--- src/rtl/mate_pkg.sv ---
`default_nettype none

package mate_pkg;

   typedef logic [3:0] op_type;
   typedef logic [2:0] code_type;
   typedef logic [4:0] uop_type;

   localparam op_type OP_CLEAR  = 4'd0;
   localparam op_type OP_APPEND = 4'd1;
   localparam op_type OP_LIST   = 4'd2;
   localparam op_type OP_MAX    = 4'd3;
   localparam op_type OP_MEAN   = 4'd4;
   localparam op_type OP_INSERT = 4'd5;
   localparam op_type OP_DELETE = 4'd6;
   localparam op_type OP_SORT   = 4'd7;
   localparam op_type OP_RANGE  = 4'd8;

   localparam code_type ST_DATA     = 3'd0;
   localparam code_type ST_DONE     = 3'd1;
   localparam code_type ST_FULL     = 3'd2;
   localparam code_type ST_EMPTY    = 3'd3;
   localparam code_type ST_BADPOS   = 3'd4;
   localparam code_type ST_BADRANGE = 3'd5;

   localparam uop_type U_NOP       = 5'd0;
   localparam uop_type U_LOAD      = 5'd1;
   localparam uop_type U_CODE      = 5'd2;
   localparam uop_type U_CLEAR     = 5'd3;
   localparam uop_type U_APPEND    = 5'd4;
   localparam uop_type U_PUSH_CODE = 5'd5;
   localparam uop_type U_RD_IDX    = 5'd6;
   localparam uop_type U_CAPT      = 5'd7;
   localparam uop_type U_TEST      = 5'd8;
   localparam uop_type U_FLUSH     = 5'd9;
   localparam uop_type U_SUM       = 5'd10;
   localparam uop_type U_MAX       = 5'd11;
   localparam uop_type U_PUSH_MAX  = 5'd12;
   localparam uop_type U_INS_INIT  = 5'd13;
   localparam uop_type U_RD_PREV   = 5'd14;
   localparam uop_type U_SHIFT_UP  = 5'd15;
   localparam uop_type U_INS_FIN   = 5'd16;
   localparam uop_type U_DEL_INIT  = 5'd17;
   localparam uop_type U_RD_NEXT   = 5'd18;
   localparam uop_type U_SHIFT_DN  = 5'd19;
   localparam uop_type U_DEL_FIN   = 5'd20;
   localparam uop_type U_SRT_INIT  = 5'd21;
   localparam uop_type U_LIST_INIT = 5'd22;
   localparam uop_type U_SRT_V     = 5'd23;
   localparam uop_type U_RD_JPREV  = 5'd24;
   localparam uop_type U_SRT_MOVE  = 5'd25;
   localparam uop_type U_SRT_PUT   = 5'd26;

   typedef struct packed {
      uop_type uop;
   } cmd_type;

   typedef struct packed {
      op_type op;
      logic   early;
      logic   idx_lt_cnt;
      logic   nxt_lt_cnt;
      logic   idx_gt_lim;
      logic   jdx_zero;
      logic   gt;
      logic   can_push;
   } stat_type;

endpackage

`default_nettype wire

--- src/rtl/mate_req_if.sv ---
`default_nettype none

interface mate_req_if;
   logic               valid;
   logic               ready;
   logic [3:0]         req_type;
   logic signed [7:0]  position;
   logic signed [31:0] mark;
   logic signed [31:0] upper_mark;

   modport source (output valid, req_type, position, mark, upper_mark, input ready);
   modport sink (input valid, req_type, position, mark, upper_mark, output ready);
endinterface

`default_nettype wire

--- src/rtl/mate_rsp_if.sv ---
`default_nettype none

interface mate_rsp_if;
   logic               valid;
   logic               ready;
   logic [2:0]         status;
   logic signed [31:0] value;
   logic               last;

   modport source (output valid, status, value, last, input ready);
   modport sink (input valid, status, value, last, output ready);
endinterface

`default_nettype wire

--- src/rtl/mark_array_table_engine.sv ---
// Keeps an ordered store of up to ENTRIES signed Q16.16 marks in a two-port RAM.
// Requests arrive on req_bus as valid/ready words; results leave on rsp_bus, one
// word each, with last set on the final word of a request.
// A request is taken only while the sequencer is idle. List, range and maximum
// read each stored entry in turn; the mean request reads every entry twice (a
// sum pass, then a compare pass); insert and delete move one entry at a time.
// Sort is an insertion sort over the RAM and runs before the listing starts.
// The RAM has one read and one write port with a registered read, and that port
// sets the pace of every pass above.
// Results go through a one-word output register: the next request may be taken
// while a finished word still waits. When the receiver stalls, the sequencer holds
// at the next word it has to send.
// Reset empties the store at once; the RAM contents are never cleared, since only
// entries below the count are ever read.
`default_nettype none

module mark_array_table_engine #(
   parameter int ENTRIES = 64
) (
   input  wire logic   clock,
   input  wire logic   reset,
   mate_req_if.sink    req_bus,
   mate_rsp_if.source  rsp_bus
);

   localparam int CW = $clog2(ENTRIES + 1);

   mate_pkg::cmd_type  cmd;
   mate_pkg::stat_type st;
   logic [CW-1:0]      count;

   mate_ctrl u_ctrl (
      .clock     (clock),
      .reset     (reset),
      .req_valid (req_bus.valid),
      .req_ready (req_bus.ready),
      .st        (st),
      .cmd       (cmd)
   );

   mate_dp #(.ENTRIES(ENTRIES), .CW(CW)) u_dp (
      .clock      (clock),
      .reset      (reset),
      .cmd        (cmd),
      .st         (st),
      .count      (count),
      .req_type   (req_bus.req_type),
      .position   (req_bus.position),
      .mark       (req_bus.mark),
      .upper_mark (req_bus.upper_mark),
      .rsp_valid  (rsp_bus.valid),
      .rsp_ready  (rsp_bus.ready),
      .rsp_status (rsp_bus.status),
      .rsp_value  (rsp_bus.value),
      .rsp_last   (rsp_bus.last)
   );

   count_bound: assert property (@(posedge clock) disable iff (reset)
      count <= CW'(ENTRIES))
      else $error("Entry count exceeds the store size.");

   one_at_a_time: assert property (@(posedge clock) disable iff (reset)
      (req_bus.valid && req_bus.ready) |=> !req_bus.ready)
      else $error("Request taken while another is in progress.");

   value_zero: assert property (@(posedge clock) disable iff (reset)
      (rsp_bus.valid && (rsp_bus.status != mate_pkg::ST_DATA)) |-> (rsp_bus.value == '0))
      else $error("Non-data word carries a value.");

endmodule

`default_nettype wire

--- src/rtl/mate_ram.sv ---
`default_nettype none

module mate_ram #(
   parameter int WIDTH = 32,
   parameter int DEPTH = 64
) (
   input  wire logic                     clock,
   input  wire logic                     wr_en,
   input  wire logic [$clog2(DEPTH)-1:0] wr_addr,
   input  wire logic [WIDTH-1:0]         wr_data,
   input  wire logic [$clog2(DEPTH)-1:0] rd_addr,
   output logic      [WIDTH-1:0]         rd_data
);

   logic [WIDTH-1:0] mem_ff [DEPTH];
   logic [WIDTH-1:0] rd_data_ff;

   always_ff @(posedge clock) begin
      if (wr_en) begin
         mem_ff[wr_addr] <= wr_data;
      end
      rd_data_ff <= mem_ff[rd_addr];
   end

   assign rd_data = rd_data_ff;

endmodule

`default_nettype wire

--- src/rtl/mate_ctrl.sv ---
`default_nettype none

module mate_ctrl (
   input  wire logic               clock,
   input  wire logic               reset,
   input  wire logic               req_valid,
   output logic                    req_ready,
   input  wire mate_pkg::stat_type st,
   output mate_pkg::cmd_type       cmd
);

   localparam logic [4:0] S_IDLE  = 5'd0;
   localparam logic [4:0] S_DISP  = 5'd1;
   localparam logic [4:0] S_RESP  = 5'd2;
   localparam logic [4:0] S_LRD   = 5'd3;
   localparam logic [4:0] S_LCAP  = 5'd4;
   localparam logic [4:0] S_LTST  = 5'd5;
   localparam logic [4:0] S_FLUSH = 5'd6;
   localparam logic [4:0] S_MRD   = 5'd7;
   localparam logic [4:0] S_MAC   = 5'd8;
   localparam logic [4:0] S_PMAX  = 5'd9;
   localparam logic [4:0] S_SUMRD = 5'd10;
   localparam logic [4:0] S_SUMAC = 5'd11;
   localparam logic [4:0] S_IRD   = 5'd12;
   localparam logic [4:0] S_IWR   = 5'd13;
   localparam logic [4:0] S_DRD   = 5'd14;
   localparam logic [4:0] S_DWR   = 5'd15;
   localparam logic [4:0] S_SI    = 5'd16;
   localparam logic [4:0] S_SV    = 5'd17;
   localparam logic [4:0] S_SJ    = 5'd18;
   localparam logic [4:0] S_SC    = 5'd19;
   localparam logic [4:0] S_SW    = 5'd20;

   logic [4:0] state_ff;
   logic [4:0] state_in;

   always_comb begin
      state_in  = state_ff;
      cmd.uop   = mate_pkg::U_NOP;
      req_ready = (state_ff == S_IDLE);
      case (state_ff)
         S_IDLE: begin
            if (req_valid) begin
               cmd.uop  = mate_pkg::U_LOAD;
               state_in = S_DISP;
            end
         end
         S_DISP: begin
            if (st.op > mate_pkg::OP_RANGE) begin
               state_in = S_IDLE;
            end else if (st.op == mate_pkg::OP_CLEAR) begin
               cmd.uop  = mate_pkg::U_CLEAR;
               state_in = S_RESP;
            end else if (st.early) begin
               cmd.uop  = mate_pkg::U_CODE;
               state_in = S_RESP;
            end else begin
               case (st.op)
                  mate_pkg::OP_APPEND: begin
                     cmd.uop  = mate_pkg::U_APPEND;
                     state_in = S_RESP;
                  end
                  mate_pkg::OP_LIST, mate_pkg::OP_RANGE: begin
                     state_in = S_LRD;
                  end
                  mate_pkg::OP_MAX: begin
                     state_in = S_MRD;
                  end
                  mate_pkg::OP_MEAN: begin
                     state_in = S_SUMRD;
                  end
                  mate_pkg::OP_INSERT: begin
                     cmd.uop  = mate_pkg::U_INS_INIT;
                     state_in = S_IRD;
                  end
                  mate_pkg::OP_DELETE: begin
                     cmd.uop  = mate_pkg::U_DEL_INIT;
                     state_in = S_DRD;
                  end
                  mate_pkg::OP_SORT: begin
                     cmd.uop  = mate_pkg::U_SRT_INIT;
                     state_in = S_SI;
                  end
                  default: begin
                     state_in = S_IDLE;
                  end
               endcase
            end
         end
         S_RESP: begin
            if (st.can_push) begin
               cmd.uop  = mate_pkg::U_PUSH_CODE;
               state_in = S_IDLE;
            end
         end
         S_LRD: begin
            if (st.idx_lt_cnt) begin
               cmd.uop  = mate_pkg::U_RD_IDX;
               state_in = S_LCAP;
            end else begin
               state_in = S_FLUSH;
            end
         end
         S_LCAP: begin
            cmd.uop  = mate_pkg::U_CAPT;
            state_in = S_LTST;
         end
         S_LTST: begin
            if (st.can_push) begin
               cmd.uop  = mate_pkg::U_TEST;
               state_in = S_LRD;
            end
         end
         S_FLUSH: begin
            if (st.can_push) begin
               cmd.uop  = mate_pkg::U_FLUSH;
               state_in = S_IDLE;
            end
         end
         S_MRD: begin
            if (st.idx_lt_cnt) begin
               cmd.uop  = mate_pkg::U_RD_IDX;
               state_in = S_MAC;
            end else begin
               state_in = S_PMAX;
            end
         end
         S_MAC: begin
            cmd.uop  = mate_pkg::U_MAX;
            state_in = S_MRD;
         end
         S_PMAX: begin
            if (st.can_push) begin
               cmd.uop  = mate_pkg::U_PUSH_MAX;
               state_in = S_IDLE;
            end
         end
         S_SUMRD: begin
            if (st.idx_lt_cnt) begin
               cmd.uop  = mate_pkg::U_RD_IDX;
               state_in = S_SUMAC;
            end else begin
               cmd.uop  = mate_pkg::U_LIST_INIT;
               state_in = S_LRD;
            end
         end
         S_SUMAC: begin
            cmd.uop  = mate_pkg::U_SUM;
            state_in = S_SUMRD;
         end
         S_IRD: begin
            if (st.idx_gt_lim) begin
               cmd.uop  = mate_pkg::U_RD_PREV;
               state_in = S_IWR;
            end else begin
               cmd.uop  = mate_pkg::U_INS_FIN;
               state_in = S_RESP;
            end
         end
         S_IWR: begin
            cmd.uop  = mate_pkg::U_SHIFT_UP;
            state_in = S_IRD;
         end
         S_DRD: begin
            if (st.nxt_lt_cnt) begin
               cmd.uop  = mate_pkg::U_RD_NEXT;
               state_in = S_DWR;
            end else begin
               cmd.uop  = mate_pkg::U_DEL_FIN;
               state_in = S_RESP;
            end
         end
         S_DWR: begin
            cmd.uop  = mate_pkg::U_SHIFT_DN;
            state_in = S_DRD;
         end
         S_SI: begin
            if (st.idx_lt_cnt) begin
               cmd.uop  = mate_pkg::U_RD_IDX;
               state_in = S_SV;
            end else begin
               cmd.uop  = mate_pkg::U_LIST_INIT;
               state_in = S_LRD;
            end
         end
         S_SV: begin
            cmd.uop  = mate_pkg::U_SRT_V;
            state_in = S_SJ;
         end
         S_SJ: begin
            if (st.jdx_zero) begin
               state_in = S_SW;
            end else begin
               cmd.uop  = mate_pkg::U_RD_JPREV;
               state_in = S_SC;
            end
         end
         S_SC: begin
            if (st.gt) begin
               cmd.uop  = mate_pkg::U_SRT_MOVE;
               state_in = S_SJ;
            end else begin
               state_in = S_SW;
            end
         end
         S_SW: begin
            cmd.uop  = mate_pkg::U_SRT_PUT;
            state_in = S_SI;
         end
         default: begin
            state_in = S_IDLE;
         end
      endcase
   end

   always_ff @(posedge clock) begin
      if (reset) begin
         state_ff <= S_IDLE;
      end else begin
         state_ff <= state_in;
      end
   end

endmodule

`default_nettype wire

--- src/rtl/mate_dp.sv ---
`default_nettype none

module mate_dp #(
   parameter int ENTRIES = 64,
   parameter int CW      = $clog2(ENTRIES + 1)
) (
   input  wire logic               clock,
   input  wire logic               reset,
   input  wire mate_pkg::cmd_type  cmd,
   output mate_pkg::stat_type      st,
   output logic [CW-1:0]           count,
   input  wire logic [3:0]         req_type,
   input  wire logic signed [7:0]  position,
   input  wire logic signed [31:0] mark,
   input  wire logic signed [31:0] upper_mark,
   output logic                    rsp_valid,
   input  wire logic               rsp_ready,
   output logic [2:0]              rsp_status,
   output logic signed [31:0]      rsp_value,
   output logic                    rsp_last
);

   localparam int AW  = $clog2(ENTRIES);
   localparam int PRW = 33 + CW;

   logic [3:0]               op_ff, op_in;
   logic signed [7:0]        pos_ff, pos_in;
   logic signed [31:0]       mark_ff, mark_in;
   logic signed [31:0]       upper_ff, upper_in;
   logic [CW-1:0]            count_ff, count_in;
   logic [CW-1:0]            idx_ff, idx_in;
   logic [CW-1:0]            jdx_ff, jdx_in;
   logic [CW-1:0]            lim_ff, lim_in;
   logic signed [PRW-1:0]    sum_ff, sum_in;
   logic signed [PRW-1:0]    prod_ff, prod_in;
   logic signed [31:0]       data_ff, data_in;
   logic signed [31:0]       acc_ff, acc_in;
   logic                     pend_v_ff, pend_v_in;
   logic signed [31:0]       pend_ff, pend_in;
   logic [2:0]               code_ff, code_in;
   logic                     rsp_valid_ff, rsp_valid_in;
   logic [2:0]               rsp_status_ff, rsp_status_in;
   logic signed [31:0]       rsp_value_ff, rsp_value_in;
   logic                     rsp_last_ff, rsp_last_in;

   logic                     wr_en;
   logic [AW-1:0]            wr_addr;
   logic [31:0]              wr_data;
   logic [AW-1:0]            rd_addr;
   logic [31:0]              rd_data;
   logic signed [31:0]       rd_sig;
   logic signed [PRW-1:0]    mul_w;
   logic                     full, empty, badpos, badrange, hit, can_push;
   logic                     early_hit;
   logic [2:0]               early_code;
   logic [CW-1:0]            ins_p, del_p;
   int                       pos_i, cnt_i;

   mate_ram #(.WIDTH(32), .DEPTH(ENTRIES)) u_ram (
      .clock   (clock),
      .wr_en   (wr_en),
      .wr_addr (wr_addr),
      .wr_data (wr_data),
      .rd_addr (rd_addr),
      .rd_data (rd_data)
   );

   assign rd_sig   = $signed(rd_data);
   assign mul_w    = rd_sig * $signed({1'b0, count_ff});
   assign pos_i    = int'(pos_ff);
   assign cnt_i    = int'(count_ff);
   assign full     = (count_ff == CW'(ENTRIES));
   assign empty    = (count_ff == '0);
   assign badpos   = (pos_i < 0) || (pos_i > ENTRIES);
   assign badrange = (mark_ff > upper_ff);
   assign can_push = !rsp_valid_ff || rsp_ready;

   always_comb begin
      early_code = mate_pkg::ST_DONE;
      early_hit  = 1'b0;
      if (op_ff == mate_pkg::OP_APPEND) begin
         early_hit  = full;
         early_code = mate_pkg::ST_FULL;
      end else if (empty) begin
         early_hit  = 1'b1;
         early_code = mate_pkg::ST_EMPTY;
      end else if ((op_ff == mate_pkg::OP_INSERT) && full) begin
         early_hit  = 1'b1;
         early_code = mate_pkg::ST_FULL;
      end else if ((op_ff == mate_pkg::OP_DELETE) && badpos) begin
         early_hit  = 1'b1;
         early_code = mate_pkg::ST_BADPOS;
      end else if ((op_ff == mate_pkg::OP_RANGE) && badrange) begin
         early_hit  = 1'b1;
         early_code = mate_pkg::ST_BADRANGE;
      end
   end

   always_comb begin
      if (pos_i < 0) begin
         ins_p = '0;
      end else if (pos_i > cnt_i) begin
         ins_p = count_ff;
      end else begin
         ins_p = pos_ff[CW-1:0];
      end
      if (pos_i >= cnt_i) begin
         del_p = count_ff - CW'(1);
      end else begin
         del_p = pos_ff[CW-1:0];
      end
   end

   always_comb begin
      case (op_ff)
         mate_pkg::OP_MEAN:  hit = (prod_ff >= sum_ff);
         mate_pkg::OP_RANGE: hit = (data_ff >= mark_ff) && (data_ff <= upper_ff);
         default:            hit = 1'b1;
      endcase
   end

   assign st.op         = op_ff;
   assign st.early      = early_hit;
   assign st.idx_lt_cnt = (idx_ff < count_ff);
   assign st.nxt_lt_cnt = ((idx_ff + CW'(1)) < count_ff);
   assign st.idx_gt_lim = (idx_ff > lim_ff);
   assign st.jdx_zero   = (jdx_ff == '0);
   assign st.gt         = (rd_sig > acc_ff);
   assign st.can_push   = can_push;

   always_comb begin
      op_in         = op_ff;
      pos_in        = pos_ff;
      mark_in       = mark_ff;
      upper_in      = upper_ff;
      count_in      = count_ff;
      idx_in        = idx_ff;
      jdx_in        = jdx_ff;
      lim_in        = lim_ff;
      sum_in        = sum_ff;
      prod_in       = prod_ff;
      data_in       = data_ff;
      acc_in        = acc_ff;
      pend_v_in     = pend_v_ff;
      pend_in       = pend_ff;
      code_in       = code_ff;
      rsp_valid_in  = rsp_valid_ff && !rsp_ready;
      rsp_status_in = rsp_status_ff;
      rsp_value_in  = rsp_value_ff;
      rsp_last_in   = rsp_last_ff;
      wr_en         = 1'b0;
      wr_addr       = idx_ff[AW-1:0];
      wr_data       = rd_data;
      rd_addr       = idx_ff[AW-1:0];
      case (cmd.uop)
         mate_pkg::U_LOAD: begin
            op_in     = req_type;
            pos_in    = position;
            mark_in   = mark;
            upper_in  = upper_mark;
            idx_in    = '0;
            pend_v_in = 1'b0;
            sum_in    = '0;
         end
         mate_pkg::U_CODE: begin
            code_in = early_code;
         end
         mate_pkg::U_CLEAR: begin
            count_in = '0;
            code_in  = mate_pkg::ST_DONE;
         end
         mate_pkg::U_APPEND: begin
            wr_en    = 1'b1;
            wr_addr  = count_ff[AW-1:0];
            wr_data  = mark_ff;
            count_in = count_ff + CW'(1);
            code_in  = mate_pkg::ST_DONE;
         end
         mate_pkg::U_PUSH_CODE: begin
            rsp_valid_in  = 1'b1;
            rsp_status_in = code_ff;
            rsp_value_in  = '0;
            rsp_last_in   = 1'b1;
         end
         mate_pkg::U_RD_IDX: begin
            rd_addr = idx_ff[AW-1:0];
         end
         mate_pkg::U_CAPT: begin
            data_in = rd_sig;
            prod_in = mul_w;
         end
         mate_pkg::U_TEST: begin
            idx_in = idx_ff + CW'(1);
            if (hit) begin
               if (pend_v_ff) begin
                  rsp_valid_in  = 1'b1;
                  rsp_status_in = mate_pkg::ST_DATA;
                  rsp_value_in  = pend_ff;
                  rsp_last_in   = 1'b0;
               end
               pend_in   = data_ff;
               pend_v_in = 1'b1;
            end
         end
         mate_pkg::U_FLUSH: begin
            rsp_valid_in = 1'b1;
            rsp_last_in  = 1'b1;
            if (pend_v_ff) begin
               rsp_status_in = mate_pkg::ST_DATA;
               rsp_value_in  = pend_ff;
            end else begin
               rsp_status_in = mate_pkg::ST_DONE;
               rsp_value_in  = '0;
            end
         end
         mate_pkg::U_SUM: begin
            sum_in = sum_ff + PRW'(rd_sig);
            idx_in = idx_ff + CW'(1);
         end
         mate_pkg::U_MAX: begin
            if ((idx_ff == '0) || (rd_sig > acc_ff)) begin
               acc_in = rd_sig;
            end
            idx_in = idx_ff + CW'(1);
         end
         mate_pkg::U_PUSH_MAX: begin
            rsp_valid_in  = 1'b1;
            rsp_status_in = mate_pkg::ST_DATA;
            rsp_value_in  = acc_ff;
            rsp_last_in   = 1'b1;
         end
         mate_pkg::U_INS_INIT: begin
            idx_in = count_ff;
            lim_in = ins_p;
         end
         mate_pkg::U_RD_PREV: begin
            rd_addr = AW'(idx_ff - CW'(1));
         end
         mate_pkg::U_SHIFT_UP: begin
            wr_en   = 1'b1;
            wr_addr = idx_ff[AW-1:0];
            wr_data = rd_data;
            idx_in  = idx_ff - CW'(1);
         end
         mate_pkg::U_INS_FIN: begin
            wr_en    = 1'b1;
            wr_addr  = lim_ff[AW-1:0];
            wr_data  = mark_ff;
            count_in = count_ff + CW'(1);
            code_in  = mate_pkg::ST_DONE;
         end
         mate_pkg::U_DEL_INIT: begin
            idx_in = del_p;
         end
         mate_pkg::U_RD_NEXT: begin
            rd_addr = AW'(idx_ff + CW'(1));
         end
         mate_pkg::U_SHIFT_DN: begin
            wr_en   = 1'b1;
            wr_addr = idx_ff[AW-1:0];
            wr_data = rd_data;
            idx_in  = idx_ff + CW'(1);
         end
         mate_pkg::U_DEL_FIN: begin
            count_in = count_ff - CW'(1);
            code_in  = mate_pkg::ST_DONE;
         end
         mate_pkg::U_SRT_INIT: begin
            idx_in = CW'(1);
         end
         mate_pkg::U_LIST_INIT: begin
            idx_in    = '0;
            pend_v_in = 1'b0;
         end
         mate_pkg::U_SRT_V: begin
            acc_in = rd_sig;
            jdx_in = idx_ff;
         end
         mate_pkg::U_RD_JPREV: begin
            rd_addr = AW'(jdx_ff - CW'(1));
         end
         mate_pkg::U_SRT_MOVE: begin
            wr_en   = 1'b1;
            wr_addr = jdx_ff[AW-1:0];
            wr_data = rd_data;
            jdx_in  = jdx_ff - CW'(1);
         end
         mate_pkg::U_SRT_PUT: begin
            wr_en   = 1'b1;
            wr_addr = jdx_ff[AW-1:0];
            wr_data = acc_ff;
            idx_in  = idx_ff + CW'(1);
         end
         default: begin
         end
      endcase
   end

   always_ff @(posedge clock) begin
      if (reset) begin
         count_ff     <= '0;
         pend_v_ff    <= 1'b0;
         rsp_valid_ff <= 1'b0;
      end else begin
         count_ff     <= count_in;
         pend_v_ff    <= pend_v_in;
         rsp_valid_ff <= rsp_valid_in;
      end
   end

   always_ff @(posedge clock) begin
      op_ff         <= op_in;
      pos_ff        <= pos_in;
      mark_ff       <= mark_in;
      upper_ff      <= upper_in;
      idx_ff        <= idx_in;
      jdx_ff        <= jdx_in;
      lim_ff        <= lim_in;
      sum_ff        <= sum_in;
      prod_ff       <= prod_in;
      data_ff       <= data_in;
      acc_ff        <= acc_in;
      pend_ff       <= pend_in;
      code_ff       <= code_in;
      rsp_status_ff <= rsp_status_in;
      rsp_value_ff  <= rsp_value_in;
      rsp_last_ff   <= rsp_last_in;
   end

   assign count      = count_ff;
   assign rsp_valid  = rsp_valid_ff;
   assign rsp_status = rsp_status_ff;
   assign rsp_value  = rsp_value_ff;
   assign rsp_last   = rsp_last_ff;

endmodule

`default_nettype wire
--- src/flat_wrapper.sv ---
// flat-port wrapper written by rule: the top's interface ports become plain ports
module mark_array_table_engine_flat 
#(
   parameter int ENTRIES = 64
)
  (clock, reset, req_bus_valid, req_bus_req_type, req_bus_position, req_bus_mark, req_bus_upper_mark, req_bus_ready, rsp_bus_valid, rsp_bus_status, rsp_bus_value, rsp_bus_last, rsp_bus_ready);
  mate_req_if req_bus_i ();
  mate_rsp_if rsp_bus_i ();
  input  wire logic clock;
  input  wire logic reset;
  input wire logic [$bits(req_bus_i.valid)-1:0] req_bus_valid;
  input wire logic [$bits(req_bus_i.req_type)-1:0] req_bus_req_type;
  input wire logic [$bits(req_bus_i.position)-1:0] req_bus_position;
  input wire logic [$bits(req_bus_i.mark)-1:0] req_bus_mark;
  input wire logic [$bits(req_bus_i.upper_mark)-1:0] req_bus_upper_mark;
  output wire logic [$bits(req_bus_i.ready)-1:0] req_bus_ready;
  output wire logic [$bits(rsp_bus_i.valid)-1:0] rsp_bus_valid;
  output wire logic [$bits(rsp_bus_i.status)-1:0] rsp_bus_status;
  output wire logic [$bits(rsp_bus_i.value)-1:0] rsp_bus_value;
  output wire logic [$bits(rsp_bus_i.last)-1:0] rsp_bus_last;
  input wire logic [$bits(rsp_bus_i.ready)-1:0] rsp_bus_ready;
  assign req_bus_i.valid = req_bus_valid;
  assign req_bus_i.req_type = req_bus_req_type;
  assign req_bus_i.position = req_bus_position;
  assign req_bus_i.mark = req_bus_mark;
  assign req_bus_i.upper_mark = req_bus_upper_mark;
  assign req_bus_ready = req_bus_i.ready;
  assign rsp_bus_valid = rsp_bus_i.valid;
  assign rsp_bus_status = rsp_bus_i.status;
  assign rsp_bus_value = rsp_bus_i.value;
  assign rsp_bus_last = rsp_bus_i.last;
  assign rsp_bus_i.ready = rsp_bus_ready;
  mark_array_table_engine #(.ENTRIES(ENTRIES)) u_core (.clock(clock), .reset(reset), .req_bus(req_bus_i), .rsp_bus(rsp_bus_i));
endmodule
--- config.mk ---
export PLATFORM = sky130hd
export DESIGN_NAME = mark_array_table_engine_flat
export DESIGN_NICKNAME = d
export VERILOG_FILES = /design/src/rtl/mate_pkg.sv /design/src/rtl/mate_req_if.sv /design/src/rtl/mate_rsp_if.sv /design/src/rtl/mark_array_table_engine.sv /design/src/rtl/mate_ram.sv /design/src/rtl/mate_ctrl.sv /design/src/rtl/mate_dp.sv /design/src/flat_wrapper.sv
export SDC_FILE = /design/constraint.sdc
export NUM_CORES = 2
export LEC_CHECK = 0
export BUFFER_PORTS_ARGS = -buffer_cell sky130_fd_sc_hd__buf_2
export CORE_ASPECT_RATIO = 0.7
export CORE_MARGIN = 4
export CORE_UTILIZATION = 40
export CTS_CLUSTER_SIZE = 8
export DETAILED_ROUTE_END_ITERATION = 12
export HOLD_SLACK_MARGIN = 0.1
export SYNTH_ARGS = -nofsm -noshare
export SYNTH_HDL_FRONTEND = slang
export SYNTH_SLANG_ARGS = --single-unit
--- constraint.sdc ---
create_clock -name clock -period 16 [get_ports clock]
set_input_delay 0.8 -clock clock [delete_from_list [all_inputs] [get_ports clock]]
set_output_delay 0.8 -clock clock [all_outputs]
set_load 0.1 [all_outputs]
# == After elaboration in Yosys (flattened, before gate mapping) ==
# Memories as Yosys holds them, arrays and structs flattened. A register that Yosys moved wholly into a read port is not among the register bits.
# Index checks and enable logic that the tools add are counted.
# word_totals
memories,1
out_inout_bits,38
ff_bits,326
ram_bits,2048
wordCells,216
# classes
n_lt_le_gt_ge,13
n_mux,74
n_mul,1
add_sub_neg,6
reduce_logical,41
eq_ne,60
# mem_list
name,depth,width,read_ports,rd_clocked_by_memory_dff,write_ports,line_no,source
u_core.u_dp.u_ram.mem_ff,64,32,1,1,1,mate_ram.sv:15,logic [WIDTH-1:0] mem_ff [DEPTH];
# op_table
op,n
one-hot mux 5 bit (19 select lines),2
two-way mux 32 bit,4
one-hot mux 32 bit (2 select lines),2
one-hot mux 32 bit (4 select lines),1
equality test 5 x 4 -> 1 bit (second input constant),16
equality test 5 bit (second input constant),16
one-hot mux 40 bit (2 select lines),1
two-way mux 5 bit,14
greater-than comparator 32 bit,2
one-hot mux 7 bit (6 select lines),1
adder 40 x 32 -> 40 bit,1
>= comparator 40 bit,1
multiplier 32 x 8 -> 40 bit,1
two-way mux 3 bit,12
one-hot mux 6 bit (3 select lines),2
equality test 5 x 3 -> 1 bit (second input constant),7
one-hot mux 5 bit (7 select lines),1
>= comparator 32 bit,1
less-or-equal comparator 32 bit,1
two-way mux 4 bit,6
logical NOT 7 bit,3
one-hot mux 7 bit (3 select lines),1
subtractor 7 x 1 -> 7 bit (second input constant),3
equality test 5 x 2 -> 1 bit (second input constant),4
40 further kinds,92

# == Depth between registers and ports, before layout ==
# logic_depth
ltp_word,16
depth_mapped,23

# == Hierarchy ==
# From an unflattened synthesis, not the netlist that was laid out.
# unflattened
hier_cells,6452
hier_area_um2,107351.7
# by_module_without_submodules
mod,n_inst,seq_area_each_um2,area_per_inst_um2,cells_each
mate_ram,1,62139.6,78895.7,3572
mate_dp,1,9549.2,27233.6,2704
mate_ctrl,1,100.1,1222.4,176

# == Worst setup path after synthesis ==
# Ideal clock, no wire load.
# synth_path
path_type,register to register
from,register u_core.u_ctrl.state_ff[2]
to,register u_core.u_dp.idx_ff[0] (enable)
required_time_ps,15651
path_slack_ps,8310
t_arrival_ps,7342
path_stages_with_launch,10
cell_sequence,dfxtp_1 buf_2 buf_1 nand2_1 nor3_1 a211oi_1 o211a_1 or2_2 a31oi_2 o21ai_0
# synth_between
elab_chain_len,6
# synth_rtl
item,line_no,source
"start, declared",mate_ctrl.sv:34,logic [4:0] state_ff;
"start signal, assigned",mate_ctrl.sv:220,state_ff <= state_in;
equality test 5 bit (tied with other cells),mate_ctrl.sv:41,case (state_ff)
OR reduction 2 bit (no source line),n/a,
one-hot mux 5 bit (19 select lines) (*),mate_ctrl.sv:41,
equality test 5 x 4 -> 1 bit (tied with other cells),mate_dp.sv:155,case (cmd.uop)
OR reduction 5 bit (no source line) or OR reduction 2 bit (tied branches),n/a,
nonzero test 6 bit (no source line) (*),n/a,
"end signal, assigned",mate_dp.sv:316,idx_ff <= idx_in;
"end, declared",mate_dp.sv:31,"logic [CW-1:0] idx_ff, idx_in;"
# Mark *: on every way between the ends. The rest lies on a longest branch, timed or not.
# A chain may end at the register's enable or synchronous reset.

# == Worst setup path after layout ==
# layout_path
from,register u_core.u_dp.idx_ff[2]
to,"register u_core.u_dp.u_ram.rd_data_ff[22], in the netlist u_core.u_dp.u_ram.rd_data[22] (read register of u_core.u_dp.u_ram.mem_ff)"
# layout_between
elab_chain_len,6
# layout_rtl
item,line_no,source
adder 7 x 1 -> 7 bit,mate_dp.sv:125,assign st.nxt_lt_cnt = ((idx_ff + CW'(1)) < count_ff);
< comparator 7 bit,mate_dp.sv:125,
two-way mux 3 bit,mate_ctrl.sv:165,if (st.nxt_lt_cnt) begin
one-hot mux 5 bit (19 select lines),mate_ctrl.sv:41,
equality test 5 bit or equality test 5 x 4 -> 1 bit (tied branches),mate_dp.sv:155,
one-hot mux 6 bit (3 select lines) (*),mate_dp.sv:155,
"end, declared",mate_ram.sv:16,logic [WIDTH-1:0] rd_data_ff;
# Marked as above.

==> reports/metrics.cfg <==
[sta]
hold_viol=0
holdWs_ns=0.145
totalNegativeSetupSlack_ns=0
finalSetupViolations=0
final_max_slew_viol_count=0
skew_ns=0.0972
slew_headroom=0.0521
fin_ws_ns=8.21
worstMarginPinSlew_ns=1.42
layout_min_cycle_time_ns=7.79
timing.fmax_mhz=128
rsz0062_at_grt=no
fin_crit_sh=0.487

[global_routing]
grt_max_degree=178
met1_usage=0.372
grt.total_usage=0.244
overflow=0
grt_first_pass_wirelength_mm=506
antenna_found_initial=39
gr-usage-met3=0.0638
grt_pass1_vias=70600
grtUsageMet2=0.341
busiest_layer=met1

[floorplanning]
die_x_um=632
core.rowCount=160
core-area_um2=271000
ios=118
die_h_um=445
start_util=0.402
die_area_um2=281000

[power]
leakage_nw=45.2
pwr-share-seq=0.355
sw_frac_of_total=0.393
p_total_w=0.0236
p_int_w=0.0143
ir_drop_mv=0.218
power_frac_clock=0.277
power_frac_comb=0.368
power_switching_w=0.00926
pwr_density_cell_nw_per_um2=190

[synthesis]
ys_ff_latch=2406
synthTopCellsByArea=edfxtp_1 (65%), nand2_1 (7.8%), ha_1 (3.7%), fa_1 (3.1%), and3_1 (2.9%)
yosysWarnings=0
post-synth-top-area-cell=edfxtp_1
ys_seq_area_frac=0.659
synth_edf_count=2360
netlist_instances=8857
synth-main-ff-cell=edfxtp_1
synth_cell_types=82
syn_avg_cell_area_um2=12.3
syn_area_um2=109000
yosys.area.top_type_share=0.650
synthArstFlopShare=0
syn-num-nets=9425

[cells_and_area]
mostFrequentLayoutCells=edfxtp_1 (2,360), nand2_1 (2,274), and3_1 (507), a31oi_1 (402), inv_1 (369)
syn2layout_area_growth_pct=14.1
final_common_cell=edfxtp_1
final_nets=9596
layout-drive-gt1-share=0.0922

[worst_setup_path]
crit_fanout=83
cp.arrival_ns=8.57
start_kind=flip-flop
cp.required_ns=16.78
crit_type=reg -> reg
crit_path_end_kind=flip-flop

[routing]
drtIter0Drc=11000
via_per_inst=5.87
ant_nets=0
vias=75400
routed_wl_mm=352
wl_per_cell_um=27.5
drc_errors=0
drtPass1Iterations=6

[cts]
numCtsBuffers=343
root_buffer=clkbuf_16
cts_tree=yes
clk_latency_ns=0.88
cts_max_path_buffers=4
post_cts_buffers=0
htree_levels=5
clk_pin_slew_ns=0.06
numClockSinks=2406

[placement]
portBuffers=117
pre_cts_ws_ns=8.39
gp_congestion=0.886
dp.final_hpwl_mm=205

[flow_run]
maxCapViolCount=0

[status]
status=finished clean

[worst_hold_path]
hold_path.class=in -> reg

## flip-flops by register name, indices dropped and copies added, names as in the netlist, 8 cells and up
name,count
u_core.u_dp.u_ram.mem_ff,2048
u_core.u_dp.prod_ff,40
u_core.u_dp.sum_ff,40
u_core.u_dp.acc_ff,32
u_core.u_dp.data_ff,32
u_core.u_dp.mark_ff,32
u_core.u_dp.pend_ff,32
u_core.u_dp.rsp_value,32
u_core.u_dp.u_ram.rd_data,32
u_core.u_dp.upper_ff,32
u_core.u_dp.pos_ff,8
## critical path: stages (launching register included)
cell	delay, ns
edfxtp_1	0.82
nand3_1	0.20
nor2_1	0.16
xor2_1	0.33
ha_1	0.32
a21o_1	0.16
a21oi_1	0.25
o211ai_1	0.25
o22ai_1	0.35
a311o_2	0.59
buf_4	0.71
buf_4	0.69
buf_4	0.80
nand2_1	0.10
and3_1	0.20
a311oi_1	0.25
o21ai_1	0.12
a211oi_1	0.91
and3_1	0.34
## synthesized netlist by cell type, types with 19 or more instances
master,instances
a211oi_1,45
a21o_1,94
a21oi_1,139
a221oi_1,102
a22o_1,36
a311oi_1,100
a31oi_1,402
and2_1,163
and3_1,509
buf_1,42
buf_2,145
clkbuf_1,315
dfxtp_1,46
edfxtp_1,2360
fa_1,167
ha_1,321
inv_1,369
nand2_1,2276
nand2b_1,28
nand3_1,243
nand4_1,44
nor2_1,214
nor2b_1,31
nor3_1,41
o211ai_1,19
o21a_1,25
o21ai_0,153
o21ai_1,41
o221ai_1,39
o22ai_1,65
xnor2_1,60
xor2_1,32
## cell families after synthesis
| group | share of synthesized area |
|---|---|
| flip-flops | 0.659 |
| buffers and inverters | 0.0319 |
| XOR/XNOR | 0.00739 |
| multiplexers | 0.00155 |
| adder cells (fa/ha/maj) | 0.0676 |
| AND/OR/NAND/NOR | 0.148 |
| AO/OA/AOI/OAI | 0.0850 |
## path summary, 6_finish.rpt
kind / slack (ns) / to / depth (start not counted) / startpoint
worst max-delay path: 8.21 / u_core.u_dp.u_ram.rd_data[22] / 18 / u_core.u_dp.idx_ff[2]
worst min-delay path: 0.15 / u_core.u_dp.upper_ff[20] / 1 / req_bus_upper_mark[20]
worst max register to register: 8.21 / u_core.u_dp.u_ram.rd_data[22] / 18 / u_core.u_dp.idx_ff[2]
worst min register to register: 0.46 / u_core.u_dp.pend_ff[0] / 0 / u_core.u_dp.data_ff[0]
## cell type report
class / count / area, um^2
fillers: 24100 / 147000
clock buffers: 472 / 9170
repair buffers: 330 / 2310
flip-flops and latches: 2406 / 71800
inverters: 372 / 1400
clock inverters: 20 / 273
well taps: 3645 / 4560
diodes: 12 / 30.0
multi-input cells: 5575 / 34900
## per-layer routing
| metal | share of wire | vias to the layer above | wire length, um |
|---|---|---|---|
| met1 | 0.43 | 37800 | 153000 |
| met2 | 0.41 | 4374 | 146000 |
| met5 | 0.000074 | - | 26 |
| met3 | 0.13 | 499 | 44400 |
| li1 | - | 32600 | - |
| met4 | 0.026 | 4 | 9210 |
## power groups by stage
stage,registers (W),clock network [W],logic [W]
final,0.00838,0.00654,0.00867
after detailed placement,0.00848,0,0.00845
after global placement,0.00848,0,0.00832
after floorplan,0.00861,0,0.00493
after CTS,0.00837,0.00662,0.00849
after global routing,0.00838,0.00692,0.00926
## through the flow
step,utilization,area [um^2],std cells
after floorplan,-,109000,8857
after global placement,0.424,115000,12300
after detailed placement,0.424,115000,12300
after CTS,0.458,124000,12800
after global routing,0.458,124000,12800
final,0.459,124000,12800
## timing repair
| action | 4_1_cts | 5_1_grt |
|---|---|---|
| gates resized for setup | 0 | 0 |
| hold endpoints to repair | 2 | 0 |
| hold buffers | 2 | 0 |
Power figures use the tool's default switching activity.
